$ cat src/hw/rtl/lxu_pkg.sv
package lxu_pkg;

    // Opcode encoding of the decoded instruction
    localparam logic [5:0] OP_ADD   = 6'd0;
    localparam logic [5:0] OP_ADDS  = 6'd1;
    localparam logic [5:0] OP_AND   = 6'd2;
    localparam logic [5:0] OP_ANDS  = 6'd3;
    localparam logic [5:0] OP_EOR   = 6'd4;
    localparam logic [5:0] OP_LSL   = 6'd5;
    localparam logic [5:0] OP_LSR   = 6'd6;
    localparam logic [5:0] OP_ORR   = 6'd7;
    localparam logic [5:0] OP_SUB   = 6'd8;
    localparam logic [5:0] OP_SUBS  = 6'd9;
    localparam logic [5:0] OP_BR    = 6'd10;
    localparam logic [5:0] OP_ADDI  = 6'd11;
    localparam logic [5:0] OP_ADDIS = 6'd12;
    localparam logic [5:0] OP_ANDI  = 6'd13;
    localparam logic [5:0] OP_ANDIS = 6'd14;
    localparam logic [5:0] OP_EORI  = 6'd15;
    localparam logic [5:0] OP_ORRI  = 6'd16;
    localparam logic [5:0] OP_SUBI  = 6'd17;
    localparam logic [5:0] OP_SUBIS = 6'd18;
    localparam logic [5:0] OP_B     = 6'd19;
    localparam logic [5:0] OP_BL    = 6'd20;
    localparam logic [5:0] OP_CBZ   = 6'd21;
    localparam logic [5:0] OP_CBNZ  = 6'd22;
    localparam logic [5:0] OP_BNE   = 6'd23;
    localparam logic [5:0] OP_BEQ   = 6'd24;
    localparam logic [5:0] OP_BLT   = 6'd25;
    localparam logic [5:0] OP_BLE   = 6'd26;
    localparam logic [5:0] OP_BGT   = 6'd27;
    localparam logic [5:0] OP_BGE   = 6'd28;
    localparam logic [5:0] OP_BHS   = 6'd29;
    localparam logic [5:0] OP_CMP   = 6'd30;
    localparam logic [5:0] OP_CMPI  = 6'd31;
    localparam logic [5:0] OP_MOV   = 6'd32;

    // Link register used by BL
    localparam logic [4:0] LINK_REG = 5'd30;

    typedef struct packed {
        logic        [5:0]  opcode;
        logic        [4:0]  dest_index;
        logic        [4:0]  first_source;
        logic        [4:0]  second_source;
        logic signed [31:0] immediate_value;
        logic        [31:0] target_address;
        logic        [31:0] current_pc;
    } lxu_req_t;

    typedef struct packed {
        logic signed [63:0] write_value;
        logic               write_enable;
        logic        [4:0]  write_index;
        logic               branch_taken;
        logic        [31:0] next_target;
        logic        [3:0]  flag_bits;
    } lxu_rsp_t;

    // Register file write port
    typedef struct packed {
        logic        en;
        logic [4:0]  idx;
        logic [63:0] data;
    } lxu_wr_t;

endpackage

$ cat src/hw/rtl/legv8_integer_execute_unit_top.sv
// Integer execute unit: takes one decoded instruction per request and returns one
// response with the register write, the branch decision and the NZCV flags after it.
// Throughput is one request per clock unless the response side stalls; a request
// register feeds a response register. Source registers are read from the register
// file memory when a request is accepted, with the write of the instruction executing
// in that same cycle forwarded, so dependent instructions may follow back to back. The
// execute path is one 64-bit adder (shared by add, subtract and compare), logic ops,
// a barrel shifter and the branch condition check. The register file is cleared by
// per-entry valid bits at reset, so no clearing pass is needed and requests are taken
// right after reset. A stall on the response side holds one request in the request
// register; new requests are accepted in the cycle the response register drains.
module legv8_integer_execute_unit_top import lxu_pkg::*; #(
    parameter int REG_COUNT = 32
) (
    input  logic     clk,
    input  logic     rst_n,
    input  logic     req_valid,
    output logic     req_ready,
    input  lxu_req_t req_data,
    output logic     rsp_valid,
    input  logic     rsp_ready,
    output lxu_rsp_t rsp_data
);

    lxu_req_t    req_reg;
    logic        req_valid_reg;
    lxu_rsp_t    rsp_reg;
    logic        rsp_valid_reg;
    logic [3:0]  flags_reg;

    logic        accept;
    logic        fire;
    logic        test_dest;
    logic [4:0]  addr_b;
    logic [63:0] op_a;
    logic [63:0] op_b;
    lxu_wr_t     exec_wr;
    lxu_wr_t     rf_wr;
    lxu_rsp_t    exec_rsp;
    logic [3:0]  flags_next;

    // Execute when an instruction is held and the response slot is free or draining
    assign fire      = req_valid_reg && (!rsp_valid_reg || rsp_ready);
    assign req_ready = !req_valid_reg || fire;
    assign accept    = req_valid && req_ready;

    // CBZ and CBNZ test the destination register on the second read port
    assign test_dest = (req_data.opcode == OP_CBZ) || (req_data.opcode == OP_CBNZ);
    assign addr_b    = test_dest ? req_data.dest_index : req_data.second_source;

    assign rf_wr.en   = exec_wr.en && fire;
    assign rf_wr.idx  = exec_wr.idx;
    assign rf_wr.data = exec_wr.data;

    lxu_regfile #(
        .REG_COUNT (REG_COUNT)
    ) u_regfile (
        .clk       (clk),
        .rst_n     (rst_n),
        .rd_en     (accept),
        .rd_addr_a (req_data.first_source),
        .rd_addr_b (addr_b),
        .wr        (rf_wr),
        .rd_data_a (op_a),
        .rd_data_b (op_b)
    );

    lxu_exec #(
        .REG_COUNT (REG_COUNT)
    ) u_exec (
        .req        (req_reg),
        .op_a       (op_a),
        .op_b       (op_b),
        .flags      (flags_reg),
        .rsp        (exec_rsp),
        .wr         (exec_wr),
        .flags_next (flags_next)
    );

    always_ff @(posedge clk)
    begin
        if (accept)
        begin
            req_reg <= req_data;
        end
        if (fire)
        begin
            rsp_reg <= exec_rsp;
        end
    end

    always_ff @(posedge clk or negedge rst_n)
    begin
        if (!rst_n)
        begin
            req_valid_reg <= 1'b0;
            rsp_valid_reg <= 1'b0;
            flags_reg     <= 4'd0;
        end
        else
        begin
            if (req_ready)
            begin
                req_valid_reg <= req_valid;
            end
            if (fire)
            begin
                rsp_valid_reg <= 1'b1;
                flags_reg     <= flags_next;
            end
            else if (rsp_ready)
            begin
                rsp_valid_reg <= 1'b0;
            end
        end
    end

    assign rsp_valid = rsp_valid_reg;
    assign rsp_data  = rsp_reg;

`ifndef SYNTHESIS
    // An executed instruction always leaves a response behind
    assert property (@(posedge clk) disable iff (!rst_n) fire |=> rsp_valid)
        else $error("executed request produced no response");

    // Register writes only go to implemented registers
    assert property (@(posedge clk) disable iff (!rst_n)
        rf_wr.en |-> ({1'b0, rf_wr.idx} < 6'(REG_COUNT)))
        else $error("write to register beyond register count");

    // Flags in a response match the flag state it leaves behind
    assert property (@(posedge clk) disable iff (!rst_n)
        fire |=> (rsp_data.flag_bits == flags_reg))
        else $error("response flags differ from flag state");

    // Without a write, value and index read as zero
    assert property (@(posedge clk) disable iff (!rst_n)
        (rsp_valid && !rsp_data.write_enable) |->
        ((rsp_data.write_value == 64'd0) && (rsp_data.write_index == 5'd0)))
        else $error("response carries write data with no write");
`endif

endmodule

$ cat src/hw/rtl/lxu_regfile.sv
module lxu_regfile import lxu_pkg::*; #(
    parameter int REG_COUNT = 32
) (
    input  logic        clk,
    input  logic        rst_n,
    input  logic        rd_en,
    input  logic [4:0]  rd_addr_a,
    input  logic [4:0]  rd_addr_b,
    input  lxu_wr_t     wr,
    output logic [63:0] rd_data_a,
    output logic [63:0] rd_data_b
);

    localparam int         IDX_W     = $clog2(REG_COUNT);
    localparam logic [5:0] REG_LIMIT = 6'(REG_COUNT);

    logic [63:0]          rf_reg [REG_COUNT];
    logic [REG_COUNT-1:0] valid_reg;
    logic [REG_COUNT-1:0] valid_next;
    logic [63:0]          rdata_a_reg;
    logic [63:0]          rdata_b_reg;
    logic [63:0]          fwd_data_reg;
    logic                 fwd_a_reg;
    logic                 fwd_b_reg;
    logic                 live_a_reg;
    logic                 live_b_reg;

    logic [IDX_W-1:0] idx_a;
    logic [IDX_W-1:0] idx_b;
    logic [IDX_W-1:0] wr_idx;
    logic             live_a;
    logic             live_b;
    logic             hit_a;
    logic             hit_b;

    assign idx_a  = rd_addr_a[IDX_W-1:0];
    assign idx_b  = rd_addr_b[IDX_W-1:0];
    assign wr_idx = wr.idx[IDX_W-1:0];

    // Entries beyond the register count, or never written, read as zero
    assign live_a = ({1'b0, rd_addr_a} < REG_LIMIT) && valid_reg[idx_a];
    assign live_b = ({1'b0, rd_addr_b} < REG_LIMIT) && valid_reg[idx_b];

    // Forward the write landing in the same cycle as the read
    assign hit_a = wr.en && (wr.idx == rd_addr_a);
    assign hit_b = wr.en && (wr.idx == rd_addr_b);

    always_comb
    begin
        valid_next = valid_reg;
        if (wr.en)
        begin
            valid_next[wr_idx] = 1'b1;
        end
    end

    always_ff @(posedge clk)
    begin
        if (wr.en)
        begin
            rf_reg[wr_idx] <= wr.data;
        end
        if (rd_en)
        begin
            rdata_a_reg  <= rf_reg[idx_a];
            rdata_b_reg  <= rf_reg[idx_b];
            fwd_data_reg <= wr.data;
        end
    end

    always_ff @(posedge clk or negedge rst_n)
    begin
        if (!rst_n)
        begin
            valid_reg  <= '0;
            fwd_a_reg  <= 1'b0;
            fwd_b_reg  <= 1'b0;
            live_a_reg <= 1'b0;
            live_b_reg <= 1'b0;
        end
        else
        begin
            valid_reg <= valid_next;
            if (rd_en)
            begin
                fwd_a_reg  <= hit_a;
                fwd_b_reg  <= hit_b;
                live_a_reg <= live_a;
                live_b_reg <= live_b;
            end
        end
    end

    assign rd_data_a = fwd_a_reg ? fwd_data_reg : (live_a_reg ? rdata_a_reg : '0);
    assign rd_data_b = fwd_b_reg ? fwd_data_reg : (live_b_reg ? rdata_b_reg : '0);

endmodule

$ cat src/hw/rtl/lxu_exec.sv
module lxu_exec import lxu_pkg::*; #(
    parameter int REG_COUNT = 32
) (
    input  lxu_req_t    req,
    input  logic [63:0] op_a,
    input  logic [63:0] op_b,
    input  logic [3:0]  flags,
    output lxu_rsp_t    rsp,
    output lxu_wr_t     wr,
    output logic [3:0]  flags_next
);

    localparam logic [5:0] REG_LIMIT = 6'(REG_COUNT);

    logic [63:0] imm64;
    logic [5:0]  sh;
    logic        use_imm;
    logic        is_sub;
    logic [63:0] opnd;
    logic [63:0] addend;
    logic [64:0] sum;
    logic [63:0] res;
    logic [3:0]  arith_flags;
    logic [63:0] and_res;
    logic [3:0]  logic_flags;
    logic        fn;
    logic        fz;
    logic        fc;
    logic        fv;
    logic [63:0] val;
    logic        wr_req;
    logic        wr_ok;
    logic [4:0]  widx;
    logic        taken;
    logic [31:0] next;

    assign imm64 = {{32{req.immediate_value[31]}}, req.immediate_value};
    assign sh    = req.immediate_value[5:0];

    assign use_imm = (req.opcode == OP_ADDI)  || (req.opcode == OP_ADDIS) ||
                     (req.opcode == OP_ANDI)  || (req.opcode == OP_ANDIS) ||
                     (req.opcode == OP_EORI)  || (req.opcode == OP_ORRI)  ||
                     (req.opcode == OP_SUBI)  || (req.opcode == OP_SUBIS) ||
                     (req.opcode == OP_CMPI);
    assign is_sub  = (req.opcode == OP_SUB)   || (req.opcode == OP_SUBS)  ||
                     (req.opcode == OP_SUBI)  || (req.opcode == OP_SUBIS) ||
                     (req.opcode == OP_CMP)   || (req.opcode == OP_CMPI);

    // Shared adder: subtract is a + ~b + 1, carry out is "no borrow"
    assign opnd   = use_imm ? imm64 : op_b;
    assign addend = is_sub ? ~opnd : opnd;
    assign sum    = {1'b0, op_a} + {1'b0, addend} + {64'd0, is_sub};
    assign res    = sum[63:0];
    assign arith_flags = {res[63], (res == 64'd0), sum[64],
                          ~(op_a[63] ^ addend[63]) & (op_a[63] ^ res[63])};

    assign and_res     = op_a & opnd;
    assign logic_flags = {and_res[63], (and_res == 64'd0), 2'b00};

    assign fn = flags[3];
    assign fz = flags[2];
    assign fc = flags[1];
    assign fv = flags[0];

    always_comb
    begin
        val        = '0;
        wr_req     = 1'b0;
        widx       = req.dest_index;
        taken      = 1'b0;
        next       = req.target_address;
        flags_next = flags;
        case (req.opcode)
            OP_ADD, OP_ADDI, OP_SUB, OP_SUBI:
            begin
                val    = res;
                wr_req = 1'b1;
            end
            OP_ADDS, OP_ADDIS, OP_SUBS, OP_SUBIS:
            begin
                val        = res;
                wr_req     = 1'b1;
                flags_next = arith_flags;
            end
            OP_AND, OP_ANDI:
            begin
                val    = and_res;
                wr_req = 1'b1;
            end
            OP_ANDS, OP_ANDIS:
            begin
                val        = and_res;
                wr_req     = 1'b1;
                flags_next = logic_flags;
            end
            OP_EOR, OP_EORI:
            begin
                val    = op_a ^ opnd;
                wr_req = 1'b1;
            end
            OP_ORR, OP_ORRI:
            begin
                val    = op_a | opnd;
                wr_req = 1'b1;
            end
            OP_LSL:
            begin
                val    = op_a << sh;
                wr_req = 1'b1;
            end
            OP_LSR:
            begin
                val    = op_a >> sh;
                wr_req = 1'b1;
            end
            OP_MOV:
            begin
                val    = op_a;
                wr_req = 1'b1;
            end
            OP_CMP, OP_CMPI:
            begin
                flags_next = arith_flags;
            end
            OP_BR:
            begin
                taken = 1'b1;
                next  = op_a[31:0];
            end
            OP_B:
            begin
                taken = 1'b1;
            end
            OP_BL:
            begin
                taken  = 1'b1;
                val    = {32'd0, req.current_pc};
                widx   = LINK_REG;
                wr_req = 1'b1;
            end
            OP_CBZ:  taken = (op_b == 64'd0);
            OP_CBNZ: taken = (op_b != 64'd0);
            OP_BNE:  taken = !fz;
            OP_BEQ:  taken = fz;
            OP_BLT:  taken = (fn != fv);
            OP_BLE:  taken = fz || (fn != fv);
            OP_BGT:  taken = !fz && (fn == fv);
            OP_BGE:  taken = (fn == fv);
            OP_BHS:  taken = fc;
            default:
            begin
                taken = 1'b0;
            end
        endcase
    end

    // Writes to registers beyond the register count are dropped
    assign wr_ok = wr_req && ({1'b0, widx} < REG_LIMIT);

    assign wr.en   = wr_ok;
    assign wr.idx  = widx;
    assign wr.data = val;

    assign rsp.write_value  = wr_ok ? val : '0;
    assign rsp.write_enable = wr_ok;
    assign rsp.write_index  = wr_ok ? widx : '0;
    assign rsp.branch_taken = taken;
    assign rsp.next_target  = taken ? next : '0;
    assign rsp.flag_bits    = flags_next;

endmodule
$ cat config.mk
export PLATFORM = sky130hd
export DESIGN_NAME = legv8_integer_execute_unit_top
export DESIGN_NICKNAME = d
export VERILOG_FILES = /design/src/hw/rtl/lxu_pkg.sv /design/src/hw/rtl/legv8_integer_execute_unit_top.sv /design/src/hw/rtl/lxu_regfile.sv /design/src/hw/rtl/lxu_exec.sv
export SDC_FILE = /design/constraint.sdc
export NUM_CORES = 2
export LEC_CHECK = 0
export ABC_AREA = 0
export CORE_MARGIN = 2
export CORE_UTILIZATION = 45
export DETAILED_ROUTE_END_ITERATION = 12
export DONT_BUFFER_PORTS = 1
export SYNTH_ARGS = -nofsm -noshare
export SYNTH_HDL_FRONTEND = slang
export SYNTH_SLANG_ARGS = --single-unit
export TNS_END_PERCENT = 10
$ cat constraint.sdc
create_clock -name clk -period 8.4 [get_ports clk]
set_input_delay 0.84 -clock clk [delete_from_list [all_inputs] [get_ports clk]]
set_output_delay 0.84 -clock clk [all_outputs]
set_load 0.01 [all_outputs]
==> impl_results.md <==
- Largest area contributor in the netlist: edfxtp_1
- Async S/R FF share, synth: under 10%
- Worst slew margin: -23.2%
- Clk sinks: about 2500
- Syn avg cell area: about 15 um^2
- Main combinational cell family by area after synthesis: multiplexers
- Post-Synth Simple-Gate Area: under 10%
- Post-Route WL: ~530000 um
- Post-synthesis cell area: 0.128 mm^2
- Compound-Gate Fraction of Synth Area: under 10%
- Cts bufs inserted: 273
- Die area: between 0.2 and 0.3 mm^2
- Top layer in use: met5
- Area occupied by multi-input gates: 0.0514 mm^2
- DR WL met2: about 240000 um
- Nets@finish: 8637
- CP Class: reg -> reg
- Synth warnings: 0
- Worst Setup End Kind: register
- M1 WL: between 200000 and 250000 um
- Via count: around 90000
- Fillers: about 24000
- Post-DRT Antenna Nets: 0
- Seq/Total Area, Yosys: slightly below 60%
- Post-cts sizing count: 0
- Post-synth net total: between 8000 and 9000
- Post-detail-place hpwl: approximately 340000 um
- Max-slew violation count: 182
- Wire length on met3: 58600 um
- Mux share of post-synthesis cell area: between 20% and 30%
- Initial DRC count: 14026
- Register Area: ~0.075 mm^2
- Pin count of the biggest net entering global routing: ~520
- Hold crit path type: in -> reg
- Fmax: 0.130 GHz
- Setup TNS: 0 ns
- P_leak: around 0.05 uW
- Max H-tree Level: 5
- Worst-path cell chain: a21oi_1 -> and4_1 -> nor2_4 -> buf_4 -> a31oi_1 -> inv_1 -> xnor2_1 -> ha_1 -> nand4_1 -> nor4_1 -> o211ai_1 -> a21oi_1 -> nor3_1 -> o21ai_0 -> xnor2_1 -> o211ai_1 -> nor4b_1 -> nand4_1 -> o21ai_2 -> mux2_4
- XOR/XNOR Fraction of Synth Area: less than 1%
- Fin crit period: about 7.7 ns
- Pwr dens: between 200 and 250 mW/mm^2
- Final hold vios: 0
- Synth cell types: 97
- Top_reg_cell synth: edfxtp_1
- CTS max path bufs: 4
- MaxCap Viol Count: 0
- CP arrival: between 8 and 9 ns
- RD Place Congestion: approximately 1.0
- GRT Total Usage: a little over a third
- Vias in the first global route: around 84000
- Placement Rows: between 150 and 200
- 1st-pass router iterations: 10
- Number of synthesized flops with an enable pin: roughly 2500
- Share of the synthesized area in the top cell type: a little under three fifths
- Initial Util: between 40% and 50%
- Core ar.: between 0.2 and 0.3 mm^2
- Failing checks: slew limit
- Least-Margin Pin Slew: 1.85 ns
- Post-route DRC: 0
- Initial antenna violation count: 52
- Die height: ~540 um
- Area Growth Syn to Fin: 11.8%
- Proportion of layout cells with a drive suffix above 1: 25.3%
- Die width: around 540 um
- Clock transition at path regs: approximately 0.070 ns
- Status: complete, but fails checks
- Slowest CP cell: edfxtp_1
- Max FFs per register: 2048
- Final period util: between 90% and 100%
- WL/cell: around 43 um
- Peak VDD IR: between 0.15 and 0.2 mV
- Endpoints failing setup: 0
- Worst path required time: 9.23 ns
- CP Launch Type: register
- Overflow after GRT: 0
- Final clock skew: between 0.07 and 0.08 ns
- Port Buffer Count: 0
- Top cells by area, synth: edfxtp_1 (57%), mux4_2 (21%), nand2_1 (2.7%)
- First-pass GRT wire length: around 720000 um
- Num ports: 230
- Post-synthesis cell count: 8327
- Worst skew pair latency: between 0.9 and 1 ns
- Post-synthesis adder-cell area fraction: 1.95%
- Root Buffer: clkbuf_16
- Max incr delay on CP: about 0.76 ns
- Yosys reg bits: about 2500
- Placed insts: 11744
- Worst-path fanout max: 38
- RSZ-0062 raised after global routing: no
- Final cell count without fillers: 12308
- CTS tree: done
- Via density: 7.13
cells in the mapped netlist, drive strengths merged, types with 10 or more instances:
library cell  instances
a211oi               58
a21boi               13
a21o                 62
a21oi               234
a221o                56
a221oi               55
a222oi               33
a22oi               111
a31oi                46
and2                 13
and3                 13
buf                 230
clkbuf              395
dfrtp                42
edfxtp             2454
ha                  198
inv                 160
mux2                105
mux2i               178
mux4               1203
nand2               932
nand2b               17
nand3               450
nand4                67
nor2                334
nor2b                10
nor3                 33
nor4                 64
o2111ai              15
o211ai               47
o21a                 11
o21ai               351
o21bai               17
o221ai               18
o22ai                24
o31ai                19
or2                  45
or3                  17
xnor2                94
xor2                 15
timing repair:
action | CTS | global route
endpoints found under the hold margin | 93 | 0
hold buffers | 53 | 0
buffers inserted | 0 | 0
cell usage in the layout, fill, tap and decap left out, drive strengths merged, types with 33 or more instances in the layout:
| master | instances |
|---|---|
| a211oi | 58 |
| dlygate4sd3 | 52 |
| mux4 | 1203 |
| a222oi | 33 |
| xnor2 | 94 |
| nor3 | 33 |
| a31oi | 46 |
| ha | 198 |
| o211ai | 47 |
| nor4 | 64 |
| buf | 288 |
| mux2i | 178 |
| a21oi | 234 |
| a221oi | 55 |
| dfrtp | 42 |
| nor2 | 334 |
| or2 | 45 |
| nand3 | 450 |
| a221o | 56 |
| clkinv | 120 |
| edfxtp | 2454 |
| nand2 | 932 |
| mux2 | 105 |
| inv | 172 |
| clkbuf | 334 |
| o21ai | 351 |
| a21o | 62 |
| a22oi | 111 |
| nand4 | 67 |
power by group:
part           internal [uW]  switching (uW)  total, uW  leakage [uW]
combinational           1640            3450       5090        0.0207
clock                   6690            5160      11800       0.00423
sequential             14100             323      14400        0.0237
worst max-delay path, delay by kind of cell (launching register included):
family	cells	cell delay, ns
muxes	1	0.16
adders and majority gates	1	0.44
AOI/OAI and AO/OA	7	1.96
DFF	1	0.76
buffers and inverters	2	0.82
xor gates and xnor gates	2	0.37
and+or+nand+nor	7	3.04
cell type report:
class / count / area share (%)
clock inverter: 153 / 0.965
timing repair buffer: 340 / 2.39
antenna: 17 / 0.0296
sequential: 2496 / 52.1
tap: 3762 / 3.28
clock buffer: 334 / 5.05
multi-input combinational: 5046 / 35.8
inverter: 160 / 0.430
cells by family (layout without fill, tap and decap cells):
logic type      Yosys count  in the layout
other cells               0             17
buf+inv                 785            987
simple gates           2025           2025
xor+xnor                109            109
flops                  2496           2496
fa+ha+maj               200            200
compound gates         1226           1226
mux                    1486           1486
stage by stage:
step	cell area [um^2]	setup WS [ns]	utilization [%]	hold slack (ns)	total power (uW)
after floorplan	128000	0.793	-	0.452	17400
after global placement	134000	0.901	47.1	0.467	19400
after detailed placement	134000	0.880	47.1	0.474	19400
after CTS	143000	0.881	50.4	0.000351	31200
after global routing	144000	0.288	50.4	0.0210	32100
final	144000	0.704	50.5	0.0362	31400
per-layer routing:
layer  vias to the layer above  global-route usage, %
met2                      6276                   53.5
met5                         -                      0
li1                      33977                      -
met4                         6                   12.9
met1                     46610                   51.6
met3                       885                   7.72
worst paths after layout:
| check | cells past startpoint | slack, ns | to | start |
|---|---|---|---|---|
| max reg2reg | 20 | 0.70 | flags_reg[2] | req_reg[113] |
| min in group asynchronous | 2 | 0.49 | flags_reg[0] | rst_n |
| min | 0 | 0.04 | req_reg[16] | req_data[16] |
| min reg2reg | 1 | 0.49 | u_regfile.valid_reg[6] | u_regfile.valid_reg[6] |
| max in group asynchronous | 2 | 7.49 | u_regfile.fwd_a_reg | rst_n |
| max | 20 | 0.70 | flags_reg[2] | req_reg[113] |
Note: power is estimated with default switching activity, not from simulation.
